===== config.mk =====
export PLATFORM = sky130hd
export DESIGN_NAME = byte_unicode_utf8_codec_core
export DESIGN_NICKNAME = d
export VERILOG_FILES = /design/src/rtl/bucc_pkg.sv /design/src/rtl/bucc_front.sv /design/src/rtl/bucc_queue.sv /design/src/rtl/bucc_back.sv /design/src/rtl/byte_unicode_utf8_codec_core.sv
export SDC_FILE = /design/constraint.sdc
export NUM_CORES = 1
export LEC_CHECK = 0
export BUFFER_PORTS_ARGS = -buffer_cell sky130_fd_sc_hd__clkbuf_2
export CAP_MARGIN = 10
export CORE_ASPECT_RATIO = 0.9
export CORE_MARGIN = 5
export CORE_UTILIZATION = 63
export CTS_BUF_LIST = sky130_fd_sc_hd__clkbuf_4 sky130_fd_sc_hd__clkbuf_8
export CTS_CLUSTER_SIZE = 40
export DETAILED_ROUTE_END_ITERATION = 10
export PLACE_DENSITY_LB_ADDON = 0.05
export REMOVE_ABC_BUFFERS = 1
export SYNTH_ARGS = -nofsm -noshare
export SYNTH_HDL_FRONTEND = slang
export SYNTH_SLANG_ARGS = --single-unit
export TNS_END_PERCENT = 1

===== constraint.sdc =====
create_clock -name clk_i -period 16.5 [get_ports clk_i]
set_clock_uncertainty 0.05 [all_clocks]
set_input_delay 3.3 -clock clk_i [delete_from_list [all_inputs] [get_ports clk_i]]
set_output_delay 3.3 -clock clk_i [all_outputs]
set_load 0.1 [all_outputs]

===== src/rtl/bucc_pkg.sv =====
`default_nettype none

package bucc_pkg;

  typedef enum logic {
    ModeEncode = 1'b0,
    ModeDecode = 1'b1
  } mode_e;

  typedef struct packed {
    logic [7:0] in_byte;
    logic       end_of_text;
  } in_item_t;

  typedef struct packed {
    logic [7:0] out_byte;
    logic       run_last;
  } out_item_t;

  // Up to three output bytes per input transaction
  localparam int unsigned MaxResults = 3;

  typedef struct packed {
    logic [1:0]                  count;
    logic [MaxResults-1:0][7:0]  bytes;
  } group_t;

  localparam int unsigned QueueDepth = 2;

endpackage

`default_nettype wire


===== src/rtl/bucc_front.sv =====
`default_nettype none

module bucc_front (
  input  logic               clk_i,
  input  logic               rst_ni,
  input  logic               cfg_valid_i,
  input  logic               cfg_data_i,
  input  logic               in_valid_i,
  output logic               in_stall_o,
  input  bucc_pkg::in_item_t in_data_i,
  input  logic               full_i,
  output logic               push_o,
  output bucc_pkg::group_t   group_o
);
  import bucc_pkg::*;

  // UTF-8 sequence length from a lead byte; stray leads count as one
  function automatic logic [2:0] seq_len(input logic [7:0] c);
    logic [2:0] n;
    if (!c[7]) begin
      n = 3'd1;
    end else if (c[7:5] == 3'b110) begin
      n = 3'd2;
    end else if (c[7:4] == 4'b1110) begin
      n = 3'd3;
    end else if (c[7:3] == 5'b11110) begin
      n = 3'd4;
    end else begin
      n = 3'd1;
    end
    return n;
  endfunction

  function automatic logic [8:0] map_fwd(input logic [7:0] b);
    logic [8:0] r;
    if (b inside {[8'd33:8'd126], [8'd161:8'd172], [8'd174:8'd255]}) begin
      r = {1'b0, b};
    end else if (b < 8'd33) begin
      r = {1'b1, b};
    end else if (b <= 8'd160) begin
      r = {1'b0, b} + 9'd162;
    end else begin
      r = 9'd323;
    end
    return r;
  endfunction

  // Returns {ok, byte}
  function automatic logic [8:0] map_back(input logic [20:0] cp);
    logic [8:0] r;
    logic [8:0] lo;
    lo = cp[8:0];
    r  = '0;
    if (cp[20:9] == 12'd0) begin
      if (lo inside {[9'd33:9'd126], [9'd161:9'd172], [9'd174:9'd288]}) begin
        r = {1'b1, lo[7:0]};
      end else if (lo inside {[9'd289:9'd322]}) begin
        r = {1'b1, lo[7:0] + 8'd94};
      end else if (lo == 9'd323) begin
        r = {1'b1, 8'd173};
      end
    end
    return r;
  endfunction

  function automatic logic [20:0] assemble(input logic [2:0] need,
                                           input logic [7:0] b0,
                                           input logic [7:0] b1,
                                           input logic [7:0] b2,
                                           input logic [7:0] b3);
    logic [20:0] cp;
    case (need)
      3'd2:    cp = {10'd0, b0[4:0], b1[5:0]};
      3'd3:    cp = {5'd0, b0[3:0], b1[5:0], b2[5:0]};
      3'd4:    cp = {b0[2:0], b1[5:0], b2[5:0], b3[5:0]};
      default: cp = {13'd0, b0};
    endcase
    return cp;
  endfunction

  mode_e      mode_q;
  logic [1:0] cnt_q, cnt_d;
  logic [7:0] pend_q [3];
  logic       pend_we;

  logic       accept;
  logic [7:0] b0, b1, b2, b3;
  logic [2:0] n, need0, tail_len;
  logic [8:0] cp_fwd;
  logic [8:0] r0, r1, r2;
  logic [2:0] slot_v;
  logic [7:0] slot_b [3];
  logic [1:0] k;
  group_t     group;

  assign accept     = in_valid_i & ~full_i;
  assign in_stall_o = full_i;

  // Concatenated view of pending bytes followed by the new byte
  assign b0 = (cnt_q == 2'd0) ? in_data_i.in_byte : pend_q[0];
  assign b1 = (cnt_q <= 2'd1) ? in_data_i.in_byte : pend_q[1];
  assign b2 = (cnt_q <= 2'd2) ? in_data_i.in_byte : pend_q[2];
  assign b3 = in_data_i.in_byte;

  assign n        = {1'b0, cnt_q} + 3'd1;
  assign need0    = seq_len(b0);
  assign tail_len = n - 3'd1;
  assign cp_fwd   = map_fwd(in_data_i.in_byte);

  always_comb begin
    r0      = '0;
    r1      = '0;
    r2      = '0;
    cnt_d   = cnt_q;
    pend_we = 1'b0;
    if (mode_q == ModeEncode) begin
      if (cp_fwd[8:7] == 2'b00) begin
        r0 = {1'b1, cp_fwd[7:0]};
      end else begin
        r0 = {1'b1, 5'b11000, cp_fwd[8:6]};
        r1 = {1'b1, 2'b10, cp_fwd[5:0]};
      end
    end else if (need0 <= n) begin
      r0    = map_back(assemble(need0, b0, b1, b2, b3));
      cnt_d = 2'd0;
    end else if (in_data_i.end_of_text) begin
      // truncated sequence: lead stands alone, the rest is decoded again
      r0    = map_back({13'd0, b0});
      cnt_d = 2'd0;
      if (tail_len == 3'd1) begin
        r1 = map_back({13'd0, b1});
      end else if (tail_len == 3'd2) begin
        if (seq_len(b1) == 3'd2) begin
          r1 = map_back(assemble(3'd2, b1, b2, 8'd0, 8'd0));
        end else begin
          r1 = map_back({13'd0, b1});
          r2 = map_back({13'd0, b2});
        end
      end
    end else begin
      pend_we = 1'b1;
      cnt_d   = n[1:0];
    end
  end

  assign slot_v    = {r2[8], r1[8], r0[8]};
  assign slot_b[0] = r0[7:0];
  assign slot_b[1] = r1[7:0];
  assign slot_b[2] = r2[7:0];

  // Pack the surviving bytes to the front
  always_comb begin
    group = '0;
    k     = 2'd0;
    for (int i = 0; i < 3; i++) begin
      if (slot_v[i]) begin
        group.bytes[k] = slot_b[i];
        k              = k + 2'd1;
      end
    end
    group.count = k;
  end

  assign push_o  = accept & (group.count != 2'd0);
  assign group_o = group;

  always_ff @(posedge clk_i or negedge rst_ni) begin
    if (!rst_ni) begin
      mode_q <= ModeEncode;
      cnt_q  <= 2'd0;
    end else if (cfg_valid_i) begin
      mode_q <= mode_e'(cfg_data_i);
      cnt_q  <= 2'd0;
    end else if (accept) begin
      cnt_q <= cnt_d;
    end
  end

  always_ff @(posedge clk_i) begin
    if (accept && pend_we) begin
      case (cnt_q)
        2'd0:    pend_q[0] <= in_data_i.in_byte;
        2'd1:    pend_q[1] <= in_data_i.in_byte;
        2'd2:    pend_q[2] <= in_data_i.in_byte;
        default: pend_q[0] <= pend_q[0];
      endcase
    end
  end

  // Buffered bytes are always a lead still short of its full length
  a_pending_short: assert property (@(posedge clk_i) disable iff (!rst_ni)
    (cnt_q != 2'd0) |-> (seq_len(pend_q[0]) > {1'b0, cnt_q}))
    else $error("pending sequence already complete");

endmodule

`default_nettype wire


===== src/rtl/bucc_queue.sv =====
`default_nettype none

module bucc_queue (
  input  logic             clk_i,
  input  logic             rst_ni,
  input  logic             push_i,
  input  bucc_pkg::group_t group_i,
  output logic             full_o,
  input  logic             pop_i,
  output logic             valid_o,
  output bucc_pkg::group_t head_o
);
  import bucc_pkg::*;

  localparam int unsigned PtrW = (QueueDepth > 1) ? $clog2(QueueDepth) : 1;
  localparam int unsigned CntW = $clog2(QueueDepth + 1);

  group_t            mem_q [QueueDepth];
  logic [PtrW-1:0]   wr_ptr_q, rd_ptr_q;
  logic [CntW-1:0]   count_q, count_d;

  function automatic logic [PtrW-1:0] ptr_next(input logic [PtrW-1:0] p);
    logic [PtrW-1:0] r;
    if (p == PtrW'(QueueDepth - 1)) begin
      r = '0;
    end else begin
      r = p + PtrW'(1);
    end
    return r;
  endfunction

  assign full_o  = (count_q == CntW'(QueueDepth));
  assign valid_o = (count_q != '0);
  assign head_o  = mem_q[rd_ptr_q];

  always_comb begin
    count_d = count_q;
    if (push_i && !pop_i) begin
      count_d = count_q + CntW'(1);
    end else if (!push_i && pop_i) begin
      count_d = count_q - CntW'(1);
    end
  end

  always_ff @(posedge clk_i or negedge rst_ni) begin
    if (!rst_ni) begin
      wr_ptr_q <= '0;
      rd_ptr_q <= '0;
      count_q  <= '0;
    end else begin
      if (push_i) begin
        wr_ptr_q <= ptr_next(wr_ptr_q);
      end
      if (pop_i) begin
        rd_ptr_q <= ptr_next(rd_ptr_q);
      end
      count_q <= count_d;
    end
  end

  always_ff @(posedge clk_i) begin
    if (push_i) begin
      mem_q[wr_ptr_q] <= group_i;
    end
  end

  a_no_overflow: assert property (@(posedge clk_i) disable iff (!rst_ni)
    push_i |-> !full_o)
    else $error("push into full queue");

  a_no_underflow: assert property (@(posedge clk_i) disable iff (!rst_ni)
    pop_i |-> valid_o)
    else $error("pop from empty queue");

endmodule

`default_nettype wire


===== src/rtl/bucc_back.sv =====
`default_nettype none

module bucc_back (
  input  logic                clk_i,
  input  logic                rst_ni,
  input  logic                head_valid_i,
  input  bucc_pkg::group_t    head_i,
  output logic                pop_o,
  output logic                out_valid_o,
  input  logic                out_stall_i,
  output bucc_pkg::out_item_t out_data_o
);
  import bucc_pkg::*;

  logic [1:0] idx_q, idx_d;
  logic       last;
  logic       fire;

  assign last        = (idx_q == head_i.count - 2'd1);
  assign fire        = head_valid_i & ~out_stall_i;
  assign pop_o       = fire & last;
  assign out_valid_o = head_valid_i;

  assign out_data_o.out_byte = head_i.bytes[idx_q];
  assign out_data_o.run_last = last;

  always_comb begin
    idx_d = idx_q;
    if (fire) begin
      idx_d = last ? 2'd0 : idx_q + 2'd1;
    end
  end

  always_ff @(posedge clk_i or negedge rst_ni) begin
    if (!rst_ni) begin
      idx_q <= 2'd0;
    end else begin
      idx_q <= idx_d;
    end
  end

  a_idx_in_group: assert property (@(posedge clk_i) disable iff (!rst_ni)
    head_valid_i |-> (idx_q < head_i.count))
    else $error("byte index past end of group");

endmodule

`default_nettype wire


===== src/rtl/byte_unicode_utf8_codec_core.sv =====
// The front pushes each transaction's result bytes into a registered result queue.
// Throughput: one input transaction per cycle while that queue is not full; output
// is one byte per cycle while out_stall_i is low, so multi-byte results can stall input.
// The two-entry result queue between front and back sets how far input runs ahead.
// Reset: encode mode, no buffered UTF-8 bytes, queue empty. No clearing pass.
`default_nettype none

module byte_unicode_utf8_codec_core (
  input  logic                clk_i,
  input  logic                rst_ni,
  input  logic                cfg_valid_i,
  output logic                cfg_ready_o,
  input  logic                cfg_data_i,
  input  logic                in_valid_i,
  output logic                in_stall_o,
  input  bucc_pkg::in_item_t  in_data_i,
  output logic                out_valid_o,
  input  logic                out_stall_i,
  output bucc_pkg::out_item_t out_data_o
);
  import bucc_pkg::*;

  logic   push, full, pop, head_valid;
  group_t push_group, head_group;

  // Mode writes must only happen while idle (the user's duty, not enforced); they are always taken
  assign cfg_ready_o = 1'b1;

  bucc_front u_front (
    .clk_i       (clk_i),
    .rst_ni      (rst_ni),
    .cfg_valid_i (cfg_valid_i),
    .cfg_data_i  (cfg_data_i),
    .in_valid_i  (in_valid_i),
    .in_stall_o  (in_stall_o),
    .in_data_i   (in_data_i),
    .full_i      (full),
    .push_o      (push),
    .group_o     (push_group)
  );

  bucc_queue u_queue (
    .clk_i   (clk_i),
    .rst_ni  (rst_ni),
    .push_i  (push),
    .group_i (push_group),
    .full_o  (full),
    .pop_i   (pop),
    .valid_o (head_valid),
    .head_o  (head_group)
  );

  bucc_back u_back (
    .clk_i        (clk_i),
    .rst_ni       (rst_ni),
    .head_valid_i (head_valid),
    .head_i       (head_group),
    .pop_o        (pop),
    .out_valid_o  (out_valid_o),
    .out_stall_i  (out_stall_i),
    .out_data_o   (out_data_o)
  );

endmodule

`default_nettype wire


==> metrics.md, run 1 <==
| Metric | Value |
|---|---|
| CTS tree | `done` |
| WL per Instance | `about 23 um` |
| Worst Path Required | `~16 ns` |
| Number of flops mapped to enable cells by yosys | `76` |
| DRC viols | `0` |
| Via count | `between 5,000 and 6,000` |
| Rel. slew slack | `0.2483` |
| Post-synthesis sequential area ratio | `0.3915` |
| Startpoint Class | `primary input` |
| GRT Total Usage | `0.2989` |
| Core Box Area | `10,070 um^2` |
| Global-route wire length before repair | `between 20,000 and 30,000 um` |
| Area delta synth->final | `5.196%` |
| Top cell by count, worst path | `ha_1` |
| CP max-delay cell | `and2_1` |
| DR iter-0 viols | `702` |
| Clock Sinks | `85` |
| Commonest register cell after synthesis | `edfxtp_1` |
| Most Crowded Layer GR | `met2` |
| # placed instances | `roughly 770` |
| Worst hold path class | `register to register` |
| I/O pin count | `27` |
| Final setup margin | `approximately 7.9 ns` |
| Final std cells w/o fill | `between 700 and 800` |
| R2R cell count | `17` |
| Max frequency | `between 0.1 and 0.15 GHz` |
| Share of cells above drive strength 1 | `0.1610` |
| Num CTS Buffers | `9` |
| Worst vdd ir | `~0.00017 V` |
| Clock Latency Late Sink | `between 0.3 and 0.4 ns` |
| Tot Pwr | `around 860 uW` |
| Hold path cells | `1` |
| Final WL | `~18,000 um` |
| Final net count | `683` |
| Final Critical Period | `about 8.6 ns` |
| Post-DP HPWL | `~13,000 um` |
| Met1 usage | `0.4248` |
| Fin. max-slew vios | `0` |
| Routed Antenna Nets | `0` |
| Hold WS | `0.4455 ns` |
| Worst EP arrival | `approximately 8.5 ns` |
| Synth warn | `0` |
| Finished Core Util | `0.6689` |
| Post-route cell area | `6738 um^2` |
| RSZ-0062 raised after global routing | `no` |
| Setup Buffers After CTS | `0` |
| Post-synthesis cell area | `around 6400 um^2` |
| TritonRoute pass-1 iters | `6` |
| Cells resized by post-CTS repair | `0` |
| Period utilization | `0.5205` |
| CP peak stage delay | `0.94 ns` |
| Status | `complete, no violations` |
| Initial Util | `0.6359` |
| Total grt overflow | `0` |
| Setup Viol. Count Final | `0` |
| H-tree levels | `3` |
| Ys async rst share | `0.1059` |
| Root Driver | `clkbuf_8` |
| Fillers | `between 800 and 900` |
| Initial antenna violation count | `0` |
| P per Cell Area | `127.5 nW/um^2` |
| Chip width | `116.3 um` |
| Met2 usage in global routing | `0.4657` |
| CTS Buffer Depth | `2` |
| DR vias/cell | `between 7 and 8` |
| Vias in the first global route | `5,160` |
| Gate Count Post-Synth | `639` |
| Die Ht | `about 110 um` |
| Yosys reg bits | `between 80 and 90` |
| Full die area | `between 10,000 and 15,000 um^2` |
| GP Congestion | `around 1` |
| Clock-pin slew on the worst setup and hold paths | `0.09 ns` |
| Crit path kind | `primary input to register` |
| # rows | `35` |
| Largest net degree at the start of global routing | `29` |
| Port bufs | `25` |
| Cell Chain, Critical Path | `clkbuf_2 > and4b_1 > o22a_1 > a221o_1 > inv_1 > ha_1 > o21ai_0 > a221oi_4 > nand2_1 > a211oi_1 > o311ai_2 > nor2_4 > a31o_4 > ha_1 > xnor2_1 > a21oi_1 > and2_1` |
| Placement Setup Slack | `about 7.6 ns` |
| Area after DPL | `around 6500 um^2` |
| Antenna cells | `0` |
| Hold-fix buffers at CTS | `0` |
| Worst-margin pin slew | `1.127 ns` |
| Worst-path fanout max | `26` |
| Final Hold Viols | `0` |
| MaxCap Viol Count | `0` |
| M3 GR Usage | `0.04133` |
| Pleak | `about 2.5 nW` |
| CP Capture Type | `register` |
| Netlist cell types | `slightly above 90` |
| Avg Cell Area, Syn | `between 10 and 15 um^2` |
| Sum Neg Setup Slack | `0 ns` |
-- placed cells by master, fill, tap and decap left out, types with 9 or more instances in the layout --
cell / netlist / final
edfxtp_1: 76 / 76
nand2_1: 58 / 58
nor2_1: 38 / 38
o21ai_0: 36 / 36
a21oi_1: 35 / 35
mux2i_1: 29 / 29
inv_1: 28 / 28
clkbuf_2: 0 / 25
nand3_1: 21 / 21
ha_1: 21 / 21
o22ai_1: 15 / 15
a31oi_1: 14 / 14
mux2_2: 12 / 12
nand4_1: 9 / 9
clkbuf_8: 0 / 9
dfrtp_1: 9 / 9
-- logic make-up after synthesis --
| logic type | share of synthesized area |
|---|---|
| buf+inv | 0.05177 |
| compound gates | 0.2292 |
| fa+ha+maj | 0.04102 |
| simple gates | 0.1631 |
| xor+xnor | 0.01231 |
| mux | 0.1106 |
| flops | 0.3915 |
| other cells | 0.0005855 |
-- path summary, 6_finish.rpt --
path | start | endpoint | slack (ns)
min reg2reg | u_queue.count_q[1]$_DFFE_PN0P_ | u_queue.count_q[1]$_DFFE_PN0P_ | 0.45
max reg2reg | u_front.cnt_q[1]$_DFFE_PN0P_ | u_queue.mem_q[1][5]$_DFFE_PP_ | 9.87
min in group asynchronous | rst_ni | u_front.mode_q$_DFFE_PN0P_ | 2.73
max | in_data_i[6] | u_queue.mem_q[1][5]$_DFFE_PP_ | 7.91
min | u_queue.count_q[1]$_DFFE_PN0P_ | u_queue.count_q[1]$_DFFE_PN0P_ | 0.45
max in group asynchronous | rst_ni | u_queue.rd_ptr_q$_DFFE_PN0P_ | 13.44
-- per-layer routing --
| layer | part of all wire | vias to the layer above |
|---|---|---|
| met2 | 0.46 | 369 |
| met1 | 0.42 | 2587 |
| met3 | 0.090 | 52 |
| met4 | 0.034 | 0 |
| li1 | - | 2508 |
| met5 | 0 | - |
-- report_power, final --
part / leakage [nW] / internal (mW) / total (mW) / switching (mW)
combinational: 1.54 / 0.107 / 0.402 / 0.295
clock: 0.103 / 0.0737 / 0.158 / 0.0843
sequential: 0.813 / 0.277 / 0.299 / 0.0220
total: 2.46 / 0.458 / 0.859 / 0.401
-- registers in the layout, summed over array words and instances, names as in the netlist --
signal,count
u_back.idx_q,2
u_front.cnt_q,2
u_front.mode_q,1
u_front.pend_q,24
u_queue.count_q,2
u_queue.mem_q,52
u_queue.rd_ptr_q,1
u_queue.wr_ptr_q,1
-- synth_stat cells (5+ instances only) --
cell / number / area, um^2
edfxtp_1: 76 / 2282
nand2_1: 58 / 217.7
nor2_1: 38 / 142.6
o21ai_0: 36 / 180.2
a21oi_1: 35 / 175.2
mux2i_1: 29 / 290.3
inv_1: 28 / 105.1
ha_1: 21 / 262.8
nand3_1: 21 / 105.1
o22ai_1: 15 / 93.84
a31oi_1: 14 / 87.58
clkbuf_1: 13 / 48.80
mux2_2: 12 / 135.1
dfrtp_1: 9 / 225.2
nand4_1: 9 / 56.30
a22oi_1: 8 / 60.06
and2_1: 8 / 50.05
and3_1: 8 / 50.05
buf_6: 8 / 90.09
mux4_2: 8 / 180.2
nand2b_1: 8 / 50.05
o31ai_1: 8 / 60.06
buf_2: 7 / 35.03
nor2b_1: 7 / 43.79
nor3_1: 7 / 35.03
o211ai_1: 7 / 52.55
o21ai_1: 7 / 35.03
a21o_1: 6 / 45.04
a32oi_1: 5 / 43.79
and3b_1: 5 / 43.79
nor4_1: 5 / 31.28
o21a_1: 5 / 37.54
xor2_1: 5 / 43.79
-- cell type report --
cell class | count | area, um^2 | area share
clock buffers | 10 | 131.4 | 0.01950
repair buffers | 33 | 185.2 | 0.02748
flip-flops and latches | 85 | 2507 | 0.3721
clock inverters | 6 | 71.32 | 0.01058
well taps | 129 | 161.4 | 0.02396
multi-input cells | 488 | 3568 | 0.5296
inverters | 30 | 112.6 | 0.01671
-- worst max-delay path, delay by kind of cell --
family | cells | cell delay, ns
adders and majority gates | 2 | 0.50
AOI/OAI and AO/OA | 8 | 2.47
xor gates and xnor gates | 1 | 0.15
buffers and inverters | 2 | 0.47
and+or+nand+nor | 4 | 1.62
No activity file was read; power rests on OpenSTA's default activity.
==> run 2: changes to the inputs <==
Clock period 16.5 ns to 8.5 ns, I/O delays scaled along.
==> run 2 against run 1 <==
Cell count is the same. Via count fell by 0.65%. Power increased by 93%. Final area is essentially flat. Sequential power increased by 100%. Global-route usage down 0.30 points. Die area stayed put. Register-to-register slack got worse by 7.5 ns. Core utilization hardly changed. Sequential share of layout area is essentially flat. Largest power group unchanged.
==> metrics.md, run 2 (synthesis gave the netlist of run 1 again) <==
| Metric | Value |
|---|---|
| DRC viols | `0` |
| # placed instances | `~770` |
| Met3 Wirelength | `1749 um` |
| CP Capture Type | `register` |
| Worst Path Required | `approximately 8.5 ns` |
| Finished Core Util | `0.6688` |
| Final std cells w/o fill | `around 780` |
| Clock-pin slew on the worst setup and hold paths | `around 0.080 ns` |
| Sum Neg Setup Slack | `0 ns` |
| Max frequency | `roughly 0.15 GHz` |
| Placement Setup Slack | `around 1.7 ns` |
| MaxCap Viol Count | `0` |
| I/O pin count | `27` |
| Max FFs per register | `52` |
| DR iter-0 viols | `between 700 and 800` |
| Worst-path fanout max | `26` |
| Share of cells above drive strength 1 | `0.1610` |
| GRT Total Usage | `0.2959` |
| Worst vdd ir | `approximately 0.00038 V` |
| Post-DP HPWL | `about 13,000 um` |
| Vias in the first global route | `about 5,200` |
| Seq. cell area | `between 2000 and 3000 um^2` |
| Largest regs | `u_queue.mem_q (52), u_front.pend_q (24)` |
| CTS tree | `done` |
| Fin. max-slew vios | `0` |
| CTS Buffer Depth | `2` |
| Startpoint Class | `primary input` |
| Core Box Area | `between 10,000 and 15,000 um^2` |
| GP Congestion | `around 1` |
| Initial Util | `0.6359` |
| Hold WS | `~0.45 ns` |
| Final Hold Viols | `0` |
| # rows | `35` |
| Pleak | `between 2 and 2.5 nW` |
| Status | `complete, no violations` |
| Final setup margin | `1.994 ns` |
| Post-route cell area | `roughly 6700 um^2` |
| M1 WL | `~7000 um` |
| Full die area | `between 10,000 and 15,000 um^2` |
| Period utilization | `0.7654` |
| Setup Viol. Count Final | `0` |
| Fillers | `about 800` |
| Port bufs | `25` |
| H-tree levels | `3` |
| DR vias/cell | `roughly 7` |
| Worst-margin pin slew | `1.023 ns` |
| Crit path kind | `primary input to register` |
| Top reg by flops | `u_queue.mem_q` |
| Met2 Routed Length | `8118 um` |
| WL per Instance | `about 23 um` |
| Total grt overflow | `0` |
| Tot Pwr | `around 1.7 mW` |
| RSZ-0062 raised after global routing | `no` |
| Largest net degree at the start of global routing | `29` |
| Worst EP arrival | `6.50 ns` |
| Most frequent cells in the layout | `edfxtp_1, nand2_1, nor2_1, o21ai_0, a21oi_1` |
| Clock Latency Late Sink | `~0.38 ns` |
| Via count | `about 5,500` |
| TritonRoute pass-1 iters | `6` |
| Final net count | `683` |
| Area after DPL | `6535 um^2` |
| Clock Sinks | `between 80 and 90` |
| Global-route wire length before repair | `~28,000 um` |
| Antenna cells | `0` |
| Area delta synth->final | `5.177%` |
| Num CTS Buffers | `9` |
| Area of the multi-input gates | `between 3000 and 4000 um^2` |
| Chip width | `between 100 and 150 um` |
| Worst hold path class | `register to register` |
| Initial antenna violation count | `0` |
| Rel. slew slack | `0.2985` |
| Routed Antenna Nets | `0` |
| Hold-fix buffers at CTS | `0` |
| Root Driver | `clkbuf_8` |
| Final WL | `~18,000 um` |
| Die Ht | `105.7 um` |
| P per Cell Area | `around 250 nW/um^2` |
| Leading cell type in the layout, fill and taps excluded | `edfxtp_1` |
| Cells resized by post-CTS repair | `0` |
| Max Used Layer | `met4` |
| Setup Buffers After CTS | `0` |
| Final Critical Period | `roughly 6.5 ns` |
-- run 2: per-layer routing --
layer  up-vias  GRT usage
li1       2499          -
met2       364     0.4612
met1      2553     0.4099
met3        64    0.05970
met5         -          0
met4         0     0.1019
-- run 2: layout make-up --
type	count	area share
Clock inverter	6	0.01040
Multi-Input combinational cell	488	0.5297
Clock buffer	10	0.01950
Tap cell	129	0.02396
Inverter	30	0.01672
Timing Repair Buffer	33	0.02749
Sequential cell	85	0.3722
-- run 2: worst max-delay path, stage by stage --
cell and delay (ns):
clkbuf_2 0.29, and4b_1 0.35, o22a_1 0.31, a221o_1 0.48
inv_1 0.17, ha_1 0.21, o21ai_0 0.18, a221oi_4 0.32
nand2_1 0.14, a211oi_1 0.34, o311ai_2 0.21, nor2_4 0.18
a31o_4 0.28, ha_1 0.28, xnor2_1 0.16, a21oi_1 0.34
nor2b_2 0.20, buf_4 0.32
-- run 2: power by group --
group	internal, mW	switching [mW]	leakage, nW	total [mW]
combinational	0.208	0.546	1.55	0.753
clock	0.142	0.157	0.0982	0.299
sequential	0.537	0.0646	0.814	0.602
-- run 2: path summary, 6_finish.rpt --
kind	to	cells after the start	slack, ns	from
max	u_queue.mem_q[0][10]$_DFFE_PP_	18	1.99	in_data_i[6]
max reg2reg	u_queue.mem_q[0][10]$_DFFE_PP_	18	2.33	u_front.cnt_q[1]$_DFFE_PN0P_
min reg2reg	u_queue.count_q[1]$_DFFE_PN0P_	1	0.45	u_queue.count_q[1]$_DFFE_PN0P_
min in group asynchronous	u_front.mode_q$_DFFE_PN0P_	1	1.14	rst_ni
max in group asynchronous	u_queue.count_q[1]$_DFFE_PN0P_	1	7.02	rst_ni
min	u_queue.count_q[1]$_DFFE_PN0P_	1	0.45	u_queue.count_q[1]$_DFFE_PN0P_
